`config.mk`:
```
export PLATFORM = sky130hd
export DESIGN_NAME = bccp_div
export DESIGN_NICKNAME = d
export VERILOG_FILES = /design/src/rtl/box_circle_collision_push_out_macros.svh /design/src/rtl/bccp_div.sv
export SDC_FILE = /design/constraint.sdc
export NUM_CORES = 2
export LEC_CHECK = 0
export BUFFER_PORTS_ARGS = -buffer_cell sky130_fd_sc_hd__buf_2
export CAP_MARGIN = 15
export CORE_UTILIZATION = 45
export DETAILED_ROUTE_END_ITERATION = 12
export RECOVER_POWER = 25
export SKIP_CTS_REPAIR_TIMING = 1
export SYNTH_ARGS = -nofsm -noshare
export SYNTH_HDL_FRONTEND = slang
export SYNTH_SLANG_ARGS = --single-unit
```
`constraint.sdc`:
```
create_clock -name clk -period 5.55 [get_ports clk]
set_input_delay 0.8325 -clock clk [delete_from_list [all_inputs] [get_ports clk]]
set_output_delay 0.8325 -clock clk [all_outputs]
set_load 0.03 [all_outputs]
```
`src/rtl/box_circle_collision_push_out_macros.svh`:
```
// Assertion macros for the box/circle collision block.
// Used by the top level only; expects clk and rst_n in scope.
`ifndef BOX_CIRCLE_COLLISION_PUSH_OUT_MACROS_SVH
`define BOX_CIRCLE_COLLISION_PUSH_OUT_MACROS_SVH

// same-cycle implication, masked during reset
`define BCCP_ASSERT_IMP(lbl, ant, cons, msg) \
  lbl: assert property (@(posedge clk) disable iff (!rst_n) (ant) |-> (cons)) \
    else $error(msg);

// next-cycle implication, live through reset
`define BCCP_ASSERT_NXT(lbl, ant, cons, msg) \
  lbl: assert property (@(posedge clk) (ant) |=> (cons)) else $error(msg);

`endif

```
`src/rtl/bccp_div.sv`:
```
// Pipelined restoring divider, one quotient bit per stage.
// Carries an opaque sideband word alongside. No package use.
module bccp_div #(
  parameter int NUM_W = 57,
  parameter int DEN_W = 34,
  parameter int QUO_W = 24,
  parameter int SB_W  = 1
) (
  input  logic             clk,
  input  logic             rst_n,
  input  logic             adv,
  input  logic             in_valid,
  input  logic [NUM_W-1:0] in_num,
  input  logic [DEN_W-1:0] in_den,
  input  logic [SB_W-1:0]  in_sb,
  output logic             out_valid,
  output logic [QUO_W-1:0] out_quo,
  output logic [SB_W-1:0]  out_sb
);

  localparam int REM_W = DEN_W + 1;

  logic [REM_W-1:0] rem_r [QUO_W];
  logic [QUO_W-1:0] lo_r  [QUO_W];
  logic [QUO_W-1:0] q_r   [QUO_W];
  logic [DEN_W-1:0] den_r [QUO_W];
  logic [SB_W-1:0]  sb_r  [QUO_W];
  logic [QUO_W-1:0] v_r;

  for (genvar j = 0; j < QUO_W; j++) begin : g_stage
    logic [REM_W-1:0] rem_i, rs, dz;
    logic [QUO_W-1:0] lo_i, q_i;
    logic [DEN_W-1:0] den_i;
    logic [SB_W-1:0]  sb_i;
    logic             v_i, ge;

    if (j == 0) begin : g_head
      assign rem_i = REM_W'(in_num[NUM_W-1:QUO_W]);
      assign lo_i  = in_num[QUO_W-1:0];
      assign q_i   = '0;
      assign den_i = in_den;
      assign sb_i  = in_sb;
      assign v_i   = in_valid;
    end else begin : g_body
      assign rem_i = rem_r[j-1];
      assign lo_i  = lo_r[j-1];
      assign q_i   = q_r[j-1];
      assign den_i = den_r[j-1];
      assign sb_i  = sb_r[j-1];
      assign v_i   = v_r[j-1];
    end

    assign rs = {rem_i[REM_W-2:0], lo_i[QUO_W-1]};
    assign dz = {1'b0, den_i};
    assign ge = (rs >= dz);

    always_ff @(posedge clk) begin
      if (!rst_n) begin
        v_r[j] <= 1'b0;
      end else if (adv) begin
        v_r[j] <= v_i;
      end
      if (adv) begin
        rem_r[j] <= ge ? (rs - dz) : rs;
        lo_r[j]  <= lo_i << 1;
        q_r[j]   <= {q_i[QUO_W-2:0], ge};
        den_r[j] <= den_i;
        sb_r[j]  <= sb_i;
      end
    end
  end

  assign out_valid = v_r[QUO_W-1];
  assign out_quo   = q_r[QUO_W-1];
  assign out_sb    = sb_r[QUO_W-1];

endmodule

```
==> out/metrics.yaml <==
clkTransAtPathRegs_ns: 0.06
cap_violations: 0
fin_cells: 13894
port_buffers: 121
numCtsBuffers: 249
ys_seq_elements: 2188
worst_setup_path_end_kind: "flip-flop"
fin_setup_tns_ns: 0
via_per_inst: 5.56
gp_congestion: 0.953
die_w_um: 513
slowest_stage: "a221oi_1"
rsz0062_at_grt: "false"
synthCells: 10127
cp_num_cells: 14
cpPeakStageDelay_ns: 0.80
hp-class: "in -> reg"
fin_crit_sh_pct: 83.8
vias: 77286
ys_types: 92
cp_max_fo: 4
clock.fmax_mhz: 215
path_class: "reg -> reg"
core_area_um2: 260000
die_y_um: 513
routed_wl_um: 276000
drive_gt1_share_pct: 8.88
synth_top_flop_cell: "edfxtp_1"
status: "complete, no violations"
htree_levels: 4
area_delta_synth_final_pct: 10.8
synth_fp_nets: 11062
place_hpwl_um: 207000
finalCriticalPeriod_ns: 4.65
endpoint: "rem_r[0][277]$_DFFE_PP_"
synth_edf_count: 2164
crit_family: "compound AO/OA/AOI/OAI gates"
antenna_found_initial: 4
slew_viol_final: 0
setup_viol: 0
final_core_util_pct: 50.1
drtPass1Iterations: 7
r2r_cells: 14
r2r-end: "rem_r[0][277]$_DFFE_PP_"
grt_start_max_net_pins: 150
insertion_delay_ns: 0.92
cp-start-kind: "flip-flop"
grtUsageTotal_pct: 20.6
async_flop_share_pct: 0
drc_errors: 0
start_util_pct: 45.2
rows: 187
hold_viol: 0
power_density_nw_per_um2: 585
cp_data_arrival_time_ns: 5.29
leakagePower_nw: 52.2
top_level_ports: 122
clock_sinks: 2188
synth_warnings: 0
total_power_w: 0.0761
ant_nets: 0
avgSynthCellArea_um2: 11.6
r2r_setup_slack_ns: 0.90
fill_cells: 22551
startpoint: "lo_r[0][160]$_DFFE_PP_"
rr_startpoint: "lo_r[0][160]$_DFFE_PP_"
synth_seq_area_share_pct: 55.7
crit_chain: "inv_1, ha_1, inv_1, fa_1, a211oi_1, o21ai_0, a31oi_1, nor2b_1, a221o_1, a221o_1, a221oi_1, o31ai_1, xor2_1, mux2_2"
path_buf_inv: 2
grt-ovfl-total: 0
nNetsFinal: 11235
drt_iter0_drc: 5512
cts_tree: "built"
worstPathRequired_ns: 6.19
clock_skew_ns: 0.0796
wire_per_inst_um: 19.9
fin_hold_ws_ns: 0.0939
dieArea_um2: 263000
cts_root_buf: "clkbuf_16"
grt_pass1_vias: 76813
peakVddDrop_mv: 0.304
dp_cells: 13450
syn_area_um2: 118000
relSlewSlack_pct: 17.7
cts_buffer_depth: 4
grt_pass1_wl_um: 431000
worstMarginPinSlew_ns: 1.22
## Yosys cell counts, types with 66 or more instances
cell      count  share of area [%]
a21oi_1    1009                4.3
a31oi_1      87               0.46
a211oi_1     66               0.42
nor3_1       87               0.37
xor2_1      288                2.1
o21a_1       75               0.48
o21ai_0     562                2.4
nand3_1     165               0.70
nor2_1      619                2.0
mux2_2      321                3.1
ha_1        816                8.7
inv_1       995                3.2
a21o_1      412                2.6
nand4_1     145               0.77
edfxtp_1   2164                 55
clkbuf_1    222               0.71
nand2b_1     95               0.51
nor2b_1     132               0.70
nand2_1     587                1.9
xnor2_1     407                3.0
o21bai_1    105               0.67
and3_1       71               0.38
## cells in the final DEF (no fill, tap or decap), types with 40 or more instances in the layout
cell type  synthesis  layout
inv_1            995     995
clkbuf_1         222      74
clkinv_1           0      50
nor3_1            87      87
nand2_1          587     587
clkinv_2           0      40
nor2_1           619     618
o21ai_0          562     562
o21bai_1         105     105
clkbuf_16          0     252
o21a_1            75      74
xnor2_1          407     407
a31oi_1           87      87
a211oi_1          66      66
nand2b_1          95      95
mux2_2           321     321
o211ai_1          41      41
nand4_1          145     145
a21oi_1         1009    1008
a21o_1           412     411
and3_1            71      71
buf_2             42      92
nand3_1          165     165
ha_1             816     816
nor2b_1          132     132
xor2_1           288     288
edfxtp_1        2164    2164
buf_4              9      58
## logic make-up after synthesis
kind of cell	after synthesis	share of synthesized area, %
xor+xnor	695	5.18
mux	359	3.40
buf+inv	1283	4.18
simple gates	2079	8.36
flops	2188	55.7
compound gates	2684	14.1
fa+ha+maj	839	9.08
## layout make-up
class	count	area (um^2)	area share (%)
inverter	995	3730	2.87
sequential	2188	65500	50.3
timing repair buffer	210	1640	1.26
tap	3402	4260	3.27
clock buffer	303	6540	5.02
multi-input combinational	6656	47300	36.3
antenna	2	5.00	0.00384
clock inverter	138	1320	1.01
## layer usage
metal	share of wire [%]	GRT usage (%)
met1	43	26.1
met2	48	35.1
met3	4.8	3.28
met4	4.2	8.26
met5	0	0
## flip-flops by register name (all words and copies together), names as in the netlist
signal,count
rem_r,782
q_r,300
lo_r,276
den_r,782
sb_r,24
out_valid,1
g_stage.v_i,23
## through the flow
| stage | cell area, um^2 | setup slack (ns) |
|---|---|---|
| after global placement | 122000 | 0.938 |
| after global routing | 130000 | 0.675 |
| after floorplan | 118000 | 1.82 |
| after detailed placement | 122000 | 0.984 |
| final | 130000 | 0.900 |
| after CTS | 130000 | 0.945 |
## worst min-delay path by stage
stage / startpoint / endpoint / cells after the start
2_1_floorplan: lo_r[0][76]$_DFFE_PP_ / lo_r[0][100]$_DFFE_PP_ / 0
3_3_place_gp: q_r[2][5]$_DFFE_PP_ / q_r[2][30]$_DFFE_PP_ / 0
3_5_place_dp: lo_r[0][77]$_DFFE_PP_ / lo_r[0][101]$_DFFE_PP_ / 0
4_1_cts: in_num[10] / lo_r[0][10]$_DFFE_PP_ / 1
5_1_grt: in_num[10] / lo_r[0][10]$_DFFE_PP_ / 1
6_report: in_num[10] / lo_r[0][10]$_DFFE_PP_ / 1
## power breakdown
part,internal (W),switching [W]
Combinational,0.0144,0.0193
Clock,0.00936,0.00657
Sequential,0.0240,0.00245
Total,0.0478,0.0283
(Power assumes the default switching activity.)
