### src/rtl/box_circle_collision_push_out_macros.svh
// Assertion macros for the box/circle collision block.
// Used by the top level only; expects clk and rst_n in scope.
`ifndef BOX_CIRCLE_COLLISION_PUSH_OUT_MACROS_SVH
`define BOX_CIRCLE_COLLISION_PUSH_OUT_MACROS_SVH

// same-cycle implication, masked during reset
`define BCCP_ASSERT_IMP(lbl, ant, cons, msg) \
  lbl: assert property (@(posedge clk) disable iff (!rst_n) (ant) |-> (cons)) \
    else $error(msg);

// next-cycle implication, live through reset
`define BCCP_ASSERT_NXT(lbl, ant, cons, msg) \
  lbl: assert property (@(posedge clk) (ant) |=> (cons)) else $error(msg);

`endif

### src/rtl/bccp_pkg.sv
// Shared types and constants for the box/circle collision pipeline.
// No dependencies.
package bccp_pkg;

  // square root works on a fixed 64-bit radicand, 32 root bits
  localparam int SQ_RAD_W  = 64;
  localparam int SQ_ROOT_W = 32;
  localparam int SQ_REM_W  = 35;

  typedef enum logic [1:0] {
    DIR_LEFT,
    DIR_RIGHT,
    DIR_BOTTOM,
    DIR_TOP
  } bccp_dir_t;

  typedef struct packed {
    logic      hit;
    logic      enclosed;
    bccp_dir_t dir;
  } bccp_flags_t;

endpackage

### src/rtl/bccp_sqrt.sv
// Pipelined integer square root, one root bit per stage, 32 stages.
// Carries an opaque sideband word alongside. Depends on bccp_pkg.
module bccp_sqrt import bccp_pkg::*; #(
  parameter int SB_W = 8
) (
  input  logic                 clk,
  input  logic                 rst_n,
  input  logic                 adv,
  input  logic                 in_valid,
  input  logic [SQ_RAD_W-1:0]  in_x,
  input  logic [SB_W-1:0]      in_sb,
  output logic                 out_valid,
  output logic [SQ_ROOT_W-1:0] out_root,
  output logic [SB_W-1:0]      out_sb
);

  logic [SQ_REM_W-1:0]  rem_r  [SQ_ROOT_W];
  logic [SQ_ROOT_W-1:0] root_r [SQ_ROOT_W];
  logic [SQ_RAD_W-1:0]  x_r    [SQ_ROOT_W];
  logic [SB_W-1:0]      sb_r   [SQ_ROOT_W];
  logic [SQ_ROOT_W-1:0] v_r;

  for (genvar i = 0; i < SQ_ROOT_W; i++) begin : g_stage
    logic [SQ_REM_W-1:0]  rem_i, rem_sh, trial;
    logic [SQ_ROOT_W-1:0] root_i;
    logic [SQ_RAD_W-1:0]  x_i;
    logic [SB_W-1:0]      sb_i;
    logic                 v_i, ge;

    if (i == 0) begin : g_head
      assign rem_i  = '0;
      assign root_i = '0;
      assign x_i    = in_x;
      assign sb_i   = in_sb;
      assign v_i    = in_valid;
    end else begin : g_body
      assign rem_i  = rem_r[i-1];
      assign root_i = root_r[i-1];
      assign x_i    = x_r[i-1];
      assign sb_i   = sb_r[i-1];
      assign v_i    = v_r[i-1];
    end

    // bring down two radicand bits, try root*4+1
    assign rem_sh = {rem_i[SQ_REM_W-3:0], x_i[SQ_RAD_W-1 -: 2]};
    assign trial  = SQ_REM_W'({root_i, 2'b01});
    assign ge     = (rem_sh >= trial);

    always_ff @(posedge clk) begin
      if (!rst_n) begin
        v_r[i] <= 1'b0;
      end else if (adv) begin
        v_r[i] <= v_i;
      end
      if (adv) begin
        rem_r[i]  <= ge ? (rem_sh - trial) : rem_sh;
        root_r[i] <= {root_i[SQ_ROOT_W-2:0], ge};
        x_r[i]    <= x_i << 2;
        sb_r[i]   <= sb_i;
      end
    end
  end

  assign out_valid = v_r[SQ_ROOT_W-1];
  assign out_root  = root_r[SQ_ROOT_W-1];
  assign out_sb    = sb_r[SQ_ROOT_W-1];

endmodule

### config.mk
export PLATFORM = sky130hd
export DESIGN_NAME = bccp_sqrt
export DESIGN_NICKNAME = d
export VERILOG_FILES = /design/src/rtl/box_circle_collision_push_out_macros.svh /design/src/rtl/bccp_pkg.sv /design/src/rtl/bccp_sqrt.sv
export SDC_FILE = /design/constraint.sdc
export NUM_CORES = 2
export LEC_CHECK = 0
export BUFFER_PORTS_ARGS = -buffer_cell sky130_fd_sc_hd__buf_2
export CAP_MARGIN = 15
export CORE_AREA = 2 2 649 651
export CTS_CLUSTER_SIZE = 14
export DETAILED_ROUTE_END_ITERATION = 8
export DIE_AREA = 0 0 651 653
export SETUP_SLACK_MARGIN = 0.3
export SYNTH_ARGS = -nofsm -noshare
export SYNTH_HDL_FRONTEND = slang
export SYNTH_MEMORY_MAX_BITS = 65536
export SYNTH_SLANG_ARGS = --single-unit
### constraint.sdc
create_clock -name clk -period 3.15 [get_ports clk]
set_input_delay 0.315 -clock clk [delete_from_list [all_inputs] [get_ports clk]]
set_output_delay 0.315 -clock clk [all_outputs]
set_load 0.03 [all_outputs]
==> reports/metrics.csv <==
stage,metric,value,unit
detailed_routing,Met1 Wirelength,109000,um
timing,Slew @ Worst Pin,0.870,ns
power,Peak VDD IR,0.000469,V
synthesis,number of flops mapped to enable cells by yosys,2750,
power,Overall Power,112000,uW
placed_design,placed insts,15628,
power,Int Power,80600,uW
cts,Root Buffer,clkbuf_16,
synthesis,YS warnings,0,
timing,final worst slack,-0.242,ns
finish,register area,83200,um^2
detailed_routing,router iterations before antenna repair,5,
detailed_routing,Max Used Layer,met4,
cts,clock tree buffer depth,4,
finish,area taken by multi-input logic gates,44200,um^2
detailed_routing,vias per std cell,4.60,
cts,# clock sinks,2782,
synthesis,syn nets,10005,
critical_path,crit path DAT,4.03,ns
hold_path,Hold/Removal Path Class,input pin to flop,
power,Reg power frac,44.0,%
placed_design,dpl hpwl,178000,um
synthesis,Synth cell types,91,
detailed_routing,metal3 WL,9410,um
finish,NumNets Final,11577,
detailed_routing,met2 wire len,135000,um
critical_path,max incr delay on CP,0.55,ns
synthesis,"top cells by area, synth","edfxtp_1, ha_1, xor2_1, xnor2_1, a21oi_1",
cts,CTS tree,built,
timing,final hold vios,0,
synthesis,Yosys reg bits,2782,
synthesis,top-count cell post-synth,edfxtp_1,
timing,Tmin final,3.39,ns
floorplanning,Die H,653,um
floorplanning,Die Wd,651,um
timing,WHS,0.105,ns
global_route,initial antenna violation count,2,
timing,unrepaired setup endpoints after global routing,yes,
power,Combinational Power Share,23.1,%
power,Switching Power,31500,uW
cts,H-Tree Depth,5,
placed_design,IO buf count,116,
synthesis,Mapped Area,125000,um^2
synthesis,"Avg Cell Area, Syn",13.3,um^2
finish,area delta synth->final,28.3,%
global_route,Tot GR Track Use,11.7,%
critical_path,critical path capture point type,flop,
cts,CTS buffer count,323,
power,clock power share,32.9,%
finish,final instance area,160000,um^2
synthesis,"Top FF cell, synth",edfxtp_1,
floorplanning,core area,418000,um^2
placed_design,DP Area,140000,um^2
global_route,grt ovf,0,
timing,clk_skew,0.0951,ns
critical_path,CP Launch Type,flop,
finish,fin cells,16725,
synthesis,Post-synth top cells,"edfxtp_1, inv_1, nand2_1, nor2_1, ha_1",
critical_path,crit-path max FO,2,
synthesis,fraction of registers with async set/reset,0,%
detailed_routing,Final ANT Viol Nets,0,
power,leakage,0.0607,uW
floorplanning,# rows,238,
run,MaxCap Viol Count,0,
detailed_routing,Residual DRC,0,
cts,Worst-Skew Late Latency,0.95,ns
synthesis,sequential-to-total area share from yosys stat,66.6,%
detailed_routing,WL/cell,15.9,um
cts,Clock Pin Slew Worst Setup and Hold Paths,0.06,ns
critical_path,Worst Path Required,3.79,ns
synthesis,"area leader, netlist",edfxtp_1,
placed_design,pre-CTS setup slack,-0.290,ns
power,sw frac,28.1,%
critical_path,CP Class,flop to flop,
timing,Final Cycle Share,108,%
critical_path,critical path cell sequence,"inv_2, ha_4, nor2b_4, o31a_1, o31a_1, o41a_1, or4b_4, nand3_4, nand2_4, a2111oi_4, mux2_4",
run_status,failing checks,setup timing,
detailed_routing,total length of routed wires,266000,um
synthesis,Synth top area share,66.1,%
critical_path,Worst path slowest cell,or4b_4,
global_route,pin count of the biggest net entering global routing,102,
floorplanning,Top Ports,117,
global_route,first-pass GRT wire length,407000,um
synthesis,Syn Inst Count,9368,
detailed_routing,total number of vias,76926,
finish,layout cells sized above 1,24.6,%
global_route,vias in the first global route,76384,
finish,fill count,39325,
floorplanning,Initial Util,29.9,%
power,PwrDens,700,nW/um^2
floorplanning,Die Area,425000,um^2
run_status,status,"finished, violations left",
placed_design,gpl congestion,0.872,
timing,Slew HR,40.5,%
detailed_routing,initial DRC count,4422,
timing,Pins Over Slew Limit,0,
critical_path,critical path's most frequent cell,o31a_1,
timing,FMAX,0.295,GHz
timing,Final Setup Violations,69,
## cells in the final DEF, fill, tap and decap left out, drive strengths merged, types with 49 or more instances in the layout
| cell type | n |
|---|---|
| nand3 | 137 |
| nand2 | 661 |
| xor2 | 405 |
| or3 | 86 |
| ha | 561 |
| dlygate4sd3 | 111 |
| nor3 | 200 |
| inv | 716 |
| clkbuf | 420 |
| o21a | 94 |
| a31oi | 49 |
| a21o | 212 |
| a21oi | 542 |
| nor2b | 118 |
| and3 | 65 |
| or4 | 65 |
| nor4 | 114 |
| edfxtp | 2750 |
| nor2 | 565 |
| nand2b | 125 |
| buf | 1293 |
| xnor2 | 401 |
| nand4 | 88 |
| clkinv | 131 |
| mux2 | 63 |
| o21ai | 547 |
## state kept, by name (all words and copies together) (netlist names)
name	flops
out_valid	1
rem_r	974
root_r	528
sb_r	256
g_stage.v_i	31
x_r	992
## worst max-delay path: cells and delay by family, from the launching register on
family                   cells  cell delay, ns
AO/OA/AOI/OAI                4            1.23
AND/OR/NAND/NOR              4            0.87
adder cells (fa/ha/maj)      1            0.20
flip-flops                   1            0.42
multiplexers                 1            0.32
buffers and inverters        1            0.09
## power by group through the flow
stage,Clock [uW],Combinational [uW],Sequential [uW]
after global placement,0,22100,49800
after global routing,39700,28500,49800
after floorplan,0,15200,48800
after detailed placement,0,22400,49900
after CTS,38300,23800,49200
final,36900,25900,49300
## final timing paths
check / start / to / slack [ns] / depth (start not counted)
worst max-delay path: root_r[28][0] / rem_r[29][32] / -0.24 / 11
worst min-delay path: in_x[56] / x_r[0][56] / 0.10 / 2
worst min register to register: sb_r[1][25] / sb_r[1][33] / 0.35 / 0
worst max register to register: root_r[28][0] / rem_r[29][32] / -0.24 / 11
## area by class of cell
type,instances,area share (%)
flip-flops and latches,2782,51.9
diodes,1,0.00156
repair buffers,1430,7.98
multi-input cells,5706,27.6
clock inverters,194,1.25
clock buffers,395,5.29
well taps,5520,4.31
inverters,697,1.64
## what timing repair did
item                                    4_1_cts  5_1_grt
setup buffers                               148      199
hold endpoints to repair                    118        0
pin swaps                                   206      294
gates resized for setup                     463      750
hold buffers                                111        0
gates cloned                                 16       33
endpoints found under the setup margin      794      896
## layer usage
layer	vias up	global-route usage, %
li1	37974	-
met1	37034	13.9
met2	1316	21.0
met3	602	1.86
met4	0	4.92
met5	-	0
## stage by stage
stage	util, %	TNS [ns]
floorplan	-	-0.431
global placement	33.4	-4.06
detailed placement	33.4	-5.06
CTS	37.0	-4.12
global route	38.3	-14.67
finish	38.3	-6.25
## logic make-up (layout without fill, tap and decap cells)
group	count (synthesis)	after routing	share of synthesized area, %
AO/OA/AOI/OAI	1842	1842	9.09
adder cells (fa/ha/maj)	561	561	5.62
buffers and inverters	881	2716	2.66
AND/OR/NAND/NOR	2391	2392	9.48
flip-flops	2782	2782	66.6
multiplexers	104	104	0.896
other	1	2	0.00300
XOR/XNOR	806	806	5.65
No activity file was read; power rests on OpenSTA's default activity.
